**src/rtl/core/rgbhsv_pkg.sv**
```systemverilog
// Shared widths, constants and types for the RGB to HSV pipeline.
`timescale 1ns / 1ps

package rgbhsv_pkg;

    // Field widths
    localparam int CHAN_W = 8;
    localparam int HUE_W  = 9;
    localparam int MILLI_W = 10;

    // Arithmetic constants
    localparam int DEG_SECTOR = 60;
    localparam int DEG_FULL   = 360;
    localparam int MILLI      = 1000;
    localparam int CHAN_MAX   = 255;

    // Divider geometry: numerator, divisor and quotient widths, bits per stage and stage count
    localparam int HNUM_W         = 17;
    localparam int NUM_W          = 19;
    localparam int DIV_W          = CHAN_W + 1;
    localparam int QUO_W          = 10;
    localparam int BITS_PER_STAGE = 2;
    localparam int DIV_STAGES     = QUO_W / BITS_PER_STAGE;

    // Divider lanes
    localparam int LANES    = 2;
    localparam int LANE_HUE = 0;
    localparam int LANE_SAT = 1;

    // Value by reciprocal multiplication: (max * 2000 + 255) / 510, exact for 8-bit max
    localparam int     VAL_SH     = 28;
    localparam longint VAL_RECIP  = ((longint'(1) << VAL_SH) + 2 * CHAN_MAX - 1)
                                    / (2 * CHAN_MAX);
    localparam longint VAL_MUL    = 2 * MILLI * VAL_RECIP;
    localparam longint VAL_ADD    = CHAN_MAX * VAL_RECIP;
    localparam int     VAL_PROD_W = 39;

    typedef logic [NUM_W-1:0] num_t;
    typedef logic [DIV_W-1:0] dvs_t;
    typedef logic [QUO_W-1:0] quo_t;

    typedef struct packed {
        num_t num;
        dvs_t dvs;
    } div_lane_t;

endpackage

```
**src/rtl/core/rgbhsv_front.sv**
```systemverilog
// Front end: max, min, delta and sector, then the division operands.
`timescale 1ns / 1ps

module rgbhsv_front
    import rgbhsv_pkg::*;
(
    input  logic                  clk,
    input  logic                  rst_n,
    input  logic                  in_valid,
    output logic                  in_ready,
    input  logic [CHAN_W-1:0]     red_in,
    input  logic [CHAN_W-1:0]     green_in,
    input  logic [CHAN_W-1:0]     blue_in,
    output logic                  out_valid,
    input  logic                  out_ready,
    output div_lane_t [LANES-1:0] lanes,
    output logic                  grey,
    output logic [MILLI_W-1:0]    val
);

    localparam logic [1:0] SEC_RED = 2'd0;
    localparam logic [1:0] SEC_GRN = 2'd1;
    localparam logic [1:0] SEC_BLU = 2'd2;

    typedef struct packed {
        logic [CHAN_W-1:0] mx;
        logic [CHAN_W-1:0] delta;
        logic [CHAN_W-1:0] mag;
        logic              neg;
        logic [1:0]        sector;
    } pix_t;

    pix_t                  pix_next;
    pix_t                  pix_reg;
    logic                  pix_valid_reg;
    logic [CHAN_W-1:0]     mn;
    logic [HUE_W-1:0]      base;
    logic [HNUM_W-1:0]     base_mul;
    logic [HNUM_W-1:0]     sixty_mul;
    logic [HNUM_W-1:0]     hnum;
    logic [VAL_PROD_W-1:0] val_prod;
    div_lane_t [LANES-1:0] lanes_next;
    div_lane_t [LANES-1:0] lanes_reg;
    logic                  grey_reg;
    logic [MILLI_W-1:0]    val_reg;
    logic                  opnd_valid_reg;
    logic                  opnd_ready;
    logic                  pix_ready;

    // Advance a stage when it is empty or the next one advances
    assign opnd_ready = !opnd_valid_reg || out_ready;
    assign pix_ready  = !pix_valid_reg || opnd_ready;
    assign in_ready   = pix_ready;

    // Pick the sector of the largest channel, red over green over blue
    always_comb
    begin
        pix_next = '0;
        mn = red_in;
        if (green_in < mn)
        begin
            mn = green_in;
        end
        if (blue_in < mn)
        begin
            mn = blue_in;
        end
        if (red_in >= green_in && red_in >= blue_in)
        begin
            pix_next.sector = SEC_RED;
            pix_next.mx     = red_in;
            pix_next.neg    = green_in < blue_in;
            pix_next.mag    = pix_next.neg ? blue_in - green_in : green_in - blue_in;
        end
        else if (green_in >= blue_in)
        begin
            pix_next.sector = SEC_GRN;
            pix_next.mx     = green_in;
            pix_next.neg    = blue_in < red_in;
            pix_next.mag    = pix_next.neg ? red_in - blue_in : blue_in - red_in;
        end
        else
        begin
            pix_next.sector = SEC_BLU;
            pix_next.mx     = blue_in;
            pix_next.neg    = red_in < green_in;
            pix_next.mag    = pix_next.neg ? green_in - red_in : red_in - green_in;
        end
        pix_next.delta = pix_next.mx - mn;
    end

    // Sector base angle; a negative red offset counts down from the full turn
    always_comb
    begin
        unique case (pix_reg.sector)
            SEC_RED: base = pix_reg.neg ? HUE_W'(DEG_FULL) : '0;
            SEC_GRN: base = HUE_W'(2 * DEG_SECTOR);
            SEC_BLU: base = HUE_W'(4 * DEG_SECTOR);
            default: base = '0;
        endcase
    end

    // Build numerators and divisors with the rounding half-divisor folded in
    always_comb
    begin
        base_mul  = HNUM_W'(base) * HNUM_W'(pix_reg.delta);
        sixty_mul = HNUM_W'(pix_reg.mag) * HNUM_W'(DEG_SECTOR);
        hnum      = pix_reg.neg ? base_mul - sixty_mul : base_mul + sixty_mul;

        lanes_next[LANE_HUE].num = NUM_W'({hnum, 1'b0}) + NUM_W'(pix_reg.delta);
        lanes_next[LANE_HUE].dvs = {pix_reg.delta, 1'b0};
        lanes_next[LANE_SAT].num = NUM_W'(pix_reg.delta) * NUM_W'(2 * MILLI)
                                   + NUM_W'(pix_reg.mx);
        lanes_next[LANE_SAT].dvs = {pix_reg.mx, 1'b0};
    end

    // Scale max to thousandths of full range by a reciprocal multiply
    assign val_prod = VAL_PROD_W'(pix_reg.mx) * VAL_PROD_W'(VAL_MUL) + VAL_PROD_W'(VAL_ADD);

    // Hold valid bits
    always_ff @(posedge clk or negedge rst_n)
    begin
        if (!rst_n)
        begin
            pix_valid_reg  <= 1'b0;
            opnd_valid_reg <= 1'b0;
        end
        else
        begin
            if (pix_ready)
            begin
                pix_valid_reg <= in_valid;
            end
            if (opnd_ready)
            begin
                opnd_valid_reg <= pix_valid_reg;
            end
        end
    end

    // Advance payload
    always_ff @(posedge clk)
    begin
        if (pix_ready)
        begin
            pix_reg <= pix_next;
        end
        if (opnd_ready)
        begin
            lanes_reg <= lanes_next;
            grey_reg  <= pix_reg.delta == '0;
            val_reg   <= val_prod[VAL_SH +: MILLI_W];
        end
    end

    assign out_valid = opnd_valid_reg;
    assign lanes     = lanes_reg;
    assign grey      = grey_reg;
    assign val       = val_reg;

endmodule

```
**src/rtl/core/rgbhsv_div.sv**
```systemverilog
// Pipelined restoring divider: two lanes, two quotient bits per stage, value alongside.
`timescale 1ns / 1ps

module rgbhsv_div
    import rgbhsv_pkg::*;
(
    input  logic                  clk,
    input  logic                  rst_n,
    input  logic                  in_valid,
    output logic                  in_ready,
    input  div_lane_t [LANES-1:0] lanes,
    input  logic                  grey,
    input  logic [MILLI_W-1:0]    val,
    output logic                  out_valid,
    input  logic                  out_ready,
    output quo_t [LANES-1:0]      quo,
    output logic                  out_grey,
    output logic [MILLI_W-1:0]    out_val
);

    num_t                  rem_reg  [DIV_STAGES][LANES];
    dvs_t                  dvs_reg  [DIV_STAGES][LANES];
    quo_t                  quo_reg  [DIV_STAGES][LANES];
    logic [MILLI_W-1:0]    val_reg  [DIV_STAGES];
    logic [DIV_STAGES-1:0] grey_reg;
    logic [DIV_STAGES-1:0] valid_reg;
    logic [DIV_STAGES:0]   ready;

    // Ready ripples back through full stages; an empty stage is always ready
    assign ready[DIV_STAGES] = out_ready;
    assign in_ready          = ready[0];

    for (genvar s = 0; s < DIV_STAGES; s++)
    begin : g_stage
        localparam int SH_TOP = QUO_W - 1 - BITS_PER_STAGE * s;

        num_t rem_in  [LANES];
        dvs_t dvs_in  [LANES];
        quo_t quo_in  [LANES];
        num_t rem_nx  [LANES];
        quo_t quo_nx  [LANES];
        logic v_in;
        logic grey_in;
        logic [MILLI_W-1:0] val_in;

        assign ready[s] = !valid_reg[s] || ready[s+1];

        // Select the stage source
        if (s == 0)
        begin : g_head
            always_comb
            begin
                for (int l = 0; l < LANES; l++)
                begin
                    rem_in[l] = lanes[l].num;
                    dvs_in[l] = lanes[l].dvs;
                    quo_in[l] = '0;
                end
                v_in    = in_valid;
                grey_in = grey;
                val_in  = val;
            end
        end
        else
        begin : g_body
            always_comb
            begin
                for (int l = 0; l < LANES; l++)
                begin
                    rem_in[l] = rem_reg[s-1][l];
                    dvs_in[l] = dvs_reg[s-1][l];
                    quo_in[l] = quo_reg[s-1][l];
                end
                v_in    = valid_reg[s-1];
                grey_in = grey_reg[s-1];
                val_in  = val_reg[s-1];
            end
        end

        // Trial-subtract the shifted divisor, one quotient bit per step
        always_comb
        begin
            num_t rem_w;
            num_t shd;
            quo_t q_w;
            for (int l = 0; l < LANES; l++)
            begin
                rem_w = rem_in[l];
                q_w   = quo_in[l];
                for (int k = 0; k < BITS_PER_STAGE; k++)
                begin
                    shd = NUM_W'(dvs_in[l]) << (SH_TOP - k);
                    if (rem_w >= shd)
                    begin
                        rem_w = rem_w - shd;
                        q_w   = {q_w[QUO_W-2:0], 1'b1};
                    end
                    else
                    begin
                        q_w = {q_w[QUO_W-2:0], 1'b0};
                    end
                end
                rem_nx[l] = rem_w;
                quo_nx[l] = q_w;
            end
        end

        // Hold the valid bit
        always_ff @(posedge clk or negedge rst_n)
        begin
            if (!rst_n)
            begin
                valid_reg[s] <= 1'b0;
            end
            else if (ready[s])
            begin
                valid_reg[s] <= v_in;
            end
        end

        // Advance payload
        always_ff @(posedge clk)
        begin
            if (ready[s])
            begin
                for (int l = 0; l < LANES; l++)
                begin
                    rem_reg[s][l] <= rem_nx[l];
                    dvs_reg[s][l] <= dvs_in[l];
                    quo_reg[s][l] <= quo_nx[l];
                end
                grey_reg[s] <= grey_in;
                val_reg[s]  <= val_in;
            end
        end
    end

    // Drive the last stage out
    always_comb
    begin
        for (int l = 0; l < LANES; l++)
        begin
            quo[l] = quo_reg[DIV_STAGES-1][l];
        end
    end

    assign out_valid = valid_reg[DIV_STAGES-1];
    assign out_grey  = grey_reg[DIV_STAGES-1];
    assign out_val   = val_reg[DIV_STAGES-1];

endmodule

```
**src/rtl/core/rgb_to_hsv_converter.sv**
```systemverilog
// Top level of the RGB to HSV converter: front end, divider and output register.
//
//   channel | valid     | stall     | payload
//   --------+-----------+-----------+------------------------------------
//   rgb     | rgb_valid | rgb_stall | red_in, green_in, blue_in
//   hsv     | hsv_valid | hsv_stall | hue_deg, sat_milli, val_milli
//
// One pixel per clock sustained while hsv_stall stays low; a request reaches
// hsv_valid through two front stages (value by reciprocal multiply in the second),
// five divider stages (two quotient bits each for hue and saturation in
// parallel, value riding alongside) and the output register.
// Reset clears only the valid bits; payload registers are left as they are.
// Stall ripples back only through full stages, so empty slots absorb requests
// while a result waits; rgb_stall rises only when every stage is occupied.
`timescale 1ns / 1ps

module rgb_to_hsv_converter
    import rgbhsv_pkg::*;
(
    input  logic               clk,
    input  logic               rst_n,
    input  logic               rgb_valid,
    output logic               rgb_stall,
    input  logic [CHAN_W-1:0]  red_in,
    input  logic [CHAN_W-1:0]  green_in,
    input  logic [CHAN_W-1:0]  blue_in,
    output logic               hsv_valid,
    input  logic               hsv_stall,
    output logic [HUE_W-1:0]   hue_deg,
    output logic [MILLI_W-1:0] sat_milli,
    output logic [MILLI_W-1:0] val_milli
);

    div_lane_t [LANES-1:0] lanes;
    quo_t [LANES-1:0]      quo;
    logic                  front_ready;
    logic                  opnd_valid;
    logic                  opnd_grey;
    logic [MILLI_W-1:0]    opnd_val;
    logic                  div_ready;
    logic                  div_valid;
    logic                  div_grey;
    logic [MILLI_W-1:0]    div_val;
    logic                  out_ready;
    quo_t                  hue_wrap;
    logic                  hsv_valid_reg;
    logic [HUE_W-1:0]      hue_reg;
    logic [MILLI_W-1:0]    sat_reg;
    logic [MILLI_W-1:0]    val_reg;

    rgbhsv_front u_front (
        .clk       (clk),
        .rst_n     (rst_n),
        .in_valid  (rgb_valid),
        .in_ready  (front_ready),
        .red_in    (red_in),
        .green_in  (green_in),
        .blue_in   (blue_in),
        .out_valid (opnd_valid),
        .out_ready (div_ready),
        .lanes     (lanes),
        .grey      (opnd_grey),
        .val       (opnd_val)
    );

    rgbhsv_div u_div (
        .clk       (clk),
        .rst_n     (rst_n),
        .in_valid  (opnd_valid),
        .in_ready  (div_ready),
        .lanes     (lanes),
        .grey      (opnd_grey),
        .val       (opnd_val),
        .out_valid (div_valid),
        .out_ready (out_ready),
        .quo       (quo),
        .out_grey  (div_grey),
        .out_val   (div_val)
    );

    assign rgb_stall = !front_ready;
    assign out_ready = !hsv_valid_reg || !hsv_stall;

    // Wrap a hue that rounds up to the full turn back to zero
    assign hue_wrap = (quo[LANE_HUE] >= QUO_W'(DEG_FULL))
                      ? quo[LANE_HUE] - QUO_W'(DEG_FULL) : quo[LANE_HUE];

    // Hold the output valid bit
    always_ff @(posedge clk or negedge rst_n)
    begin
        if (!rst_n)
        begin
            hsv_valid_reg <= 1'b0;
        end
        else if (out_ready)
        begin
            hsv_valid_reg <= div_valid;
        end
    end

    // Load the result; a grey pixel drops hue and saturation to zero
    always_ff @(posedge clk)
    begin
        if (out_ready)
        begin
            hue_reg <= div_grey ? '0 : hue_wrap[HUE_W-1:0];
            sat_reg <= div_grey ? '0 : quo[LANE_SAT];
            val_reg <= div_val;
        end
    end

    assign hsv_valid = hsv_valid_reg;
    assign hue_deg   = hue_reg;
    assign sat_milli = sat_reg;
    assign val_milli = val_reg;

endmodule

```
**config.mk**
```make
export PLATFORM = sky130hd
export DESIGN_NAME = rgb_to_hsv_converter
export DESIGN_NICKNAME = d
export VERILOG_FILES = /design/src/rtl/core/rgbhsv_pkg.sv /design/src/rtl/core/rgbhsv_front.sv /design/src/rtl/core/rgbhsv_div.sv /design/src/rtl/core/rgb_to_hsv_converter.sv
export SDC_FILE = /design/constraint.sdc
export NUM_CORES = 1
export LEC_CHECK = 0
export BUFFER_PORTS_ARGS = -buffer_cell sky130_fd_sc_hd__clkbuf_2
export CAP_MARGIN = 20
export CORE_MARGIN = 2
export CORE_UTILIZATION = 55
export CTS_CLUSTER_SIZE = 25
export DETAILED_ROUTE_END_ITERATION = 10
export PLACE_DENSITY = 0.73
export SYNTH_ARGS = -nofsm -noshare
export SYNTH_HDL_FRONTEND = slang
export SYNTH_HIERARCHICAL = 1
export SYNTH_SLANG_ARGS = --single-unit
```
**constraint.sdc**
```tcl
create_clock -name clk -period 14.3 [get_ports clk]
set_clock_uncertainty 0.05 [all_clocks]
set_input_delay 2.86 -clock clk [delete_from_list [all_inputs] [get_ports clk]]
set_output_delay 2.86 -clock clk [all_outputs]
set_load 0.01 [all_outputs]
```
==> results of run 1 <==
[cell type report]
class                      count  share of cell area
clock buffer                  54             0.03052
clock inverter                33            0.009839
inverter                     431             0.03939
multi-input combinational   2764              0.5456
sequential                   461              0.3361
tap                          931             0.02836
timing repair buffer          71             0.01024
[per-layer routing]
| layer | vias up | share of wire |
|---|---|---|
| met5 | - | 0 |
| met4 | 0 | 0.025 |
| met3 | 113 | 0.032 |
| met2 | 480 | 0.50 |
| met1 | 12740 | 0.44 |
| li1 | 13550 | - |
[cell usage after synthesis (7+ instances only)]
cell type,instances
nand3b_1,12
mux2i_1,39
dfrtp_1,8
o41ai_1,7
nand2b_1,45
and3_1,20
o31ai_1,30
ha_1,431
a21boi_0,14
nor2b_1,70
fa_1,145
nand4_1,49
or4_1,9
a311oi_1,8
a211o_1,10
buf_4,10
o22ai_1,9
nor4b_1,7
o31a_1,13
a211oi_1,29
o21bai_1,17
a31oi_1,12
nand2_1,235
or2_2,19
and2_1,51
nor3_1,80
nor4_1,38
nor2_1,208
nand3_1,62
clkbuf_1,41
buf_2,10
o21a_1,60
or3_1,31
a21o_1,83
xor2_1,78
o21ai_0,213
a21oi_1,203
edfxtp_1,453
xnor2_1,153
mux2_2,74
and4_1,8
inv_1,430
o211ai_1,22
nor3b_1,15
[cells in the final DEF, fill, tap and decap left out, types with 11 or more instances in the layout]
cell type  instances
nor3b_1           15
o31ai_1           30
edfxtp_1         453
and2_1            51
a21o_1            83
or3_1             31
xor2_1            78
o211ai_1          22
fa_1             145
xnor2_1          153
o31a_1            13
nand2b_1          44
mux2i_1           39
o21a_1            60
clkbuf_2          58
nand3b_1          12
and3_1            20
o21bai_1          17
clkbuf_16         48
nand3_1           61
inv_1            430
ha_1             431
nand2_1          233
nor2_1           208
mux2_2            74
nor4_1            38
a21oi_1          203
a31oi_1           12
o21ai_0          213
or2_2             19
buf_4             11
a21boi_0          14
nor2b_1           70
a211oi_1          29
nor3_1            80
nand4_1           49
[stage by stage]
stage	area (um2)	hold WS, ns
CTS	41030	0.3564
detailed placement	39370	0.3545
finish	41070	0.3590
global placement	39370	0.3506
global route	41070	0.3690
floorplan	38130	0.3503
[cell families after synthesis]
group           Yosys count
mux                     120
compound gates          838
simple gates            995
fa+ha+maj               576
other cells               1
xor+xnor                233
buf+inv                 498
flops                   461
[critical path: cells and delay by family]
family                 cells  cell delay [ns]
buffers and inverters      7             2.05
AND/OR/NAND/NOR            5             1.39
[how the worst max path moves through the flow]
stage                         start         to  cells past startpoint
after detailed placement  hsv_stall  rgb_stall                     12
after global placement    hsv_stall  rgb_stall                     12
after floorplan           hsv_stall  rgb_stall                      7
after global routing      hsv_stall  rgb_stall                     12
final                     hsv_stall  rgb_stall                     12
after CTS                 hsv_stall  rgb_stall                     12
==> impl_metrics.ini, run 1 <==
[status]
status = finished, final reports clean

[clock_network]
path_clk_slew_ns = 0.06
clock_latency_ns = 0.57
hold_buffers = 0
cts_tree = yes
htreeDepth = 2
cts_buffers = 48
cts-root-buf = clkbuf_16
cts_resized = 0
post_cts_buffers = 0
cts_buffer_depth = 3
cts_sinks = 461

[worst_setup_path]
rr_worst_depth = 24
cp.arrival_ns = 6.36
cp-start-kind = input port
path_cells = clkbuf_2 > nand2_1 > buf_4 > nor2b_1 > nand4_1 > buf_4 > inv_1 > nand2_4 > nand3b_1 > buf_4 > inv_1 > clkbuf_2
worstSetupEndpointType = primary output
r2r_slack_ns = 7.41
worst-setup-path-type = input port to primary output
cp.required_ns = 11.39
critPathMaxStageDelay_ns = 0.71
worst-path-max-fanout = 77
cp_common_cell = buf_4
worstReg2RegStart = u_front/pix_reg[2]$_DFFE_PP_
r2r_end = u_front/lanes[26]$_DFFE_PP_
cp_slowest_cell = buf_4

[floorplan]
die_w_um = 267.3
dieArea_um2 = 71440
initial_core_util = 0.5558
core_um2 = 68590
io_pins = 59
die_h_um = 267.3
num_rows = 96

[yosys]
yosys.area_share.simple = 0.1351
synth.area.mux_share = 0.03495
synth_ff_type = edfxtp_1
yosys.area.top_type = edfxtp_1
synth_top_cell_area_share = 0.3568
synth_edf_count = 453
yosys-top-cells-area = edfxtp_1 36%, ha_1 14%, fa_1 7.6%
syn_avg_cell_area_um2 = 10.24
yosysSeqAreaShare = 0.3621
syn_inst = 3722
ys_types = 110
syn_area_um2 = 38120
synthArstFlopShare = 0.01735
synthAdderAreaFrac = 0.2176
yosysWarnings = 6
synth_compound_area_frac = 0.1445
synth_xor_area_frac = 0.05428
ys_seq_elements = 461
synth_top_family_by_area = adder cells

[route]
num_vias = 26890
drt_iter0_markers = 1547
routed_wl_mm = 77.87
dr.pass1.iters = 6
avgViaCountPerCell = 5.667
drtAntennaViolNets = 0
drcViolationCount = 0
wl_per_cell_um = 16.41

[cells_and_area]
multi_input_area_um2 = 22410
area_delta_synth_final_pct = 7.742
layout.area.seq_um2 = 13800
largest_reg_flops = 152
fillers = 5659
nets = 4381
instances_no_fill = 4745
antennaDiodeCount = 0
final_util = 0.5989
drive_gt1_frac = 0.07866

[sta]
tns_ns = 0
maxSlewViolCount = 0
rsz0062_at_grt = no
fin_crit_sh = 0.6486
period_needed_ns = 9.274
setup_ws_ns = 5.026
final_hold_viol_count = 0
maxSlewHeadroom = 0.3530
setup-violations-final = 0
worst_slew_pin_slew_ns = 0.9641
clock.fmax_mhz = 107.8

[grt]
met2_usage = 0.3949
grt_max_degree = 85
grtUsageMet1 = 0.2857
grt_use_total = 0.2212
antenna_found_initial = 0
grt_pass1_wl_mm = 129.9
overflow = 0
grt_pass1_vias = 26640
busiest_layer = met2
met3_usage = 0.01922

[min_path]
holdPathEnd = u_div/val_reg[0][29]$_DFFE_PP_
min_from = u_div/val_reg[0][19]$_DFFE_PP_
hold_class = flip-flop to flip-flop
min_path_cells = 0

[flow_run]
cap_viol_max_count = 0

[placement]
dpl.hpwl_mm = 62.19
io_buffers = 58
dp.cells = 4656
gp_congestion = 0.9126
pre_cts_ws_ns = 4.995
Power of run 1 is not shown: default switching activity piles up to over one toggle a cycle in this logic, so the estimate is an artifact.
==> run 2: changes to the inputs <==
Settings changed: ABC_AREA set to 1, PLACE_DENSITY 0.73 to 0.76.
Clock period 14.3 ns to 8.06 ns, I/O delays scaled along.
==> impl_metrics.ini, run 2 <==
[sta]
rsz0062_at_grt = no
tns_ns = 0
final_hold_viol_count = 0
period_needed_ns = 6.834
clock.fmax_mhz = 146.3
maxSlewViolCount = 0
worst_slew_pin_slew_ns = 1.083
setup-violations-final = 0
maxSlewHeadroom = 0.2745
setup_ws_ns = 1.226
fin_crit_sh = 0.8479

[route]
drcViolationCount = 0
wl_per_cell_um = 14.97
routed_wl_mm = 94.96
num_vias = 33870
dr.pass1.iters = 6
drtAntennaViolNets = 0
drt_iter0_markers = 2160
avgViaCountPerCell = 5.337

[yosys]
synth_ff_type = edfxtp_1
syn_avg_cell_area_um2 = 7.937
yosys.area_share.simple = 0.2508
syn_area_um2 = 41780
syn_inst = 5264
synth_top_family_by_area = simple AND/OR/NAND/NOR gates
yosys.area.top_type = edfxtp_1
synth_commonest_cells = 1379 x nand2_1, 925 x inv_1, 453 x edfxtp_1, 431 x ha_1, 430 x nor2_1
synth_top_cell_area_share = 0.3256
yosys-top-cells-area = edfxtp_1 33%, ha_1 13%, nand2_1 12%
synth_xor_area_frac = 0.04890
ys_types = 68
yosysMostFrequentCell = nand2_1
synthAdderAreaFrac = 0.1985
synth_compound_area_frac = 0.07633
synthArstFlopShare = 0.01735
synth.area.mux_share = 0.001797
yosysSeqAreaShare = 0.3304
yosysWarnings = 6
ys_seq_elements = 461
synth_edf_count = 453

[worst_setup_path]
r2r_end = u_front/lanes[26]$_DFFE_PP_
cp_slowest_cell = o21ai_1
worstSetupEndpointType = flip-flop
worstReg2RegStart = u_front/pix_reg[0]$_SDFFCE_PP0P_
cp_top_family = adder cells
cp-start-kind = flip-flop
worst-path-max-fanout = 9
rr_worst_depth = 30
worst-setup-path-type = flip-flop to flip-flop
cp.required_ns = 8.36
critPathMaxStageDelay_ns = 0.60
cp.arrival_ns = 7.14
crit_buf_inv = 5
r2r_slack_ns = 1.23

[placement]
pre_cts_ws_ns = 1.288
io_buffers = 58
gp_congestion = 0.9907
dpl.hpwl_mm = 77.57
dp.cells = 6251

[floorplan]
initial_core_util = 0.5529
num_rows = 101
io_pins = 59
die_w_um = 279.6
dieArea_um2 = 78190
core_um2 = 75570
die_h_um = 279.6

[grt]
antenna_found_initial = 0
grt_pass1_wl_mm = 157.7
grt_pass1_vias = 32680
grt_use_total = 0.2436
overflow = 0
grt_max_degree = 85

[clock_network]
post_cts_buffers = 0
path_clk_slew_ns = 0.06
cts_buffers = 51
cts_resized = 0
cts_buffer_depth = 3
cts_sinks = 461
cts_tree = yes
hold_buffers = 0
htreeDepth = 2
clock_latency_ns = 0.60
cts-root-buf = clkbuf_16

[min_path]
min_path_cells = 0
hold_class = flip-flop to flip-flop
min_from = u_div/val_reg[0][6]$_DFFE_PP_
holdPathEnd = u_div/val_reg[0][16]$_DFFE_PP_

[status]
status = finished, final reports clean

[cells_and_area]
largest_reg_flops = 152
layout_common_cells = 1376 x nand2_1, 919 x inv_1, 453 x edfxtp_1
antennaDiodeCount = 0
nets = 5930
instances_no_fill = 6345
layout_commonest_cell = nand2_1
area_delta_synth_final_pct = 7.139
fillers = 6724
drive_gt1_frac = 0.06000

[flow_run]
cap_viol_max_count = 0
==> run 2: area by class of cell <==
| cell class | count | area [um2] | share of cell area |
|---|---|---|---|
| multi-input cells | 3806 | 24170 | 0.5399 |
| clock buffers | 63 | 1371 | 0.03063 |
| clock inverters | 31 | 321.6 | 0.007183 |
| well taps | 978 | 1224 | 0.02734 |
| inverters | 944 | 3557 | 0.07946 |
| repair buffers | 62 | 320.3 | 0.007155 |
| flip-flops and latches | 461 | 13800 | 0.3083 |
==> run 2: kinds of logic (layout without fill, tap and decap cells) <==
| kind of cell | count (synthesis) | after routing |
|---|---|---|
| AND/OR/NAND/NOR | 2422 | 2422 |
| buffers and inverters | 998 | 1100 |
| adder cells (fa/ha/maj) | 576 | 576 |
| AO/OA/AOI/OAI | 570 | 570 |
| flip-flops | 461 | 461 |
| XOR/XNOR | 229 | 229 |
| multiplexers | 7 | 7 |
| other | 1 | 2 |
==> run 2: how the worst max path moves through the flow <==
stage / startpoint / end / depth (start not counted)
after floorplan: hsv_stall / rgb_stall / 12
after global placement: u_front/pix_reg[0]$_SDFFCE_PP0P_ / u_front/lanes[26]$_DFFE_PP_ / 30
after detailed placement: u_front/pix_reg[0]$_SDFFCE_PP0P_ / u_front/lanes[26]$_DFFE_PP_ / 30
after CTS: u_front/pix_reg[0]$_SDFFCE_PP0P_ / u_front/lanes[26]$_DFFE_PP_ / 30
after global routing: u_front/pix_reg[0]$_SDFFCE_PP0P_ / u_front/lanes[26]$_DFFE_PP_ / 30
final: u_front/pix_reg[0]$_SDFFCE_PP0P_ / u_front/lanes[26]$_DFFE_PP_ / 30
==> run 2: metal layers <==
metal / GRT usage / vias to the layer above / part of all wire
met2: 0.4285 / 801 / 0.48
met4: 0.07733 / 0 / 0.029
met1: 0.3173 / 15660 / 0.45
met3: 0.02185 / 173 / 0.039
met5: 0 / - / 0
li1: - / 17240 / -
==> run 2: through the flow <==
stage	instance area [um2]	hold slack [ns]	util
floorplan	41880	0.3503	-
global placement	43070	0.3525	0.5700
detailed placement	43070	0.3545	0.5700
CTS	44770	0.3572	0.5924
global route	44770	0.3685	0.5924
finish	44770	0.3569	0.5924
Power of run 2 is left out for the same reason.
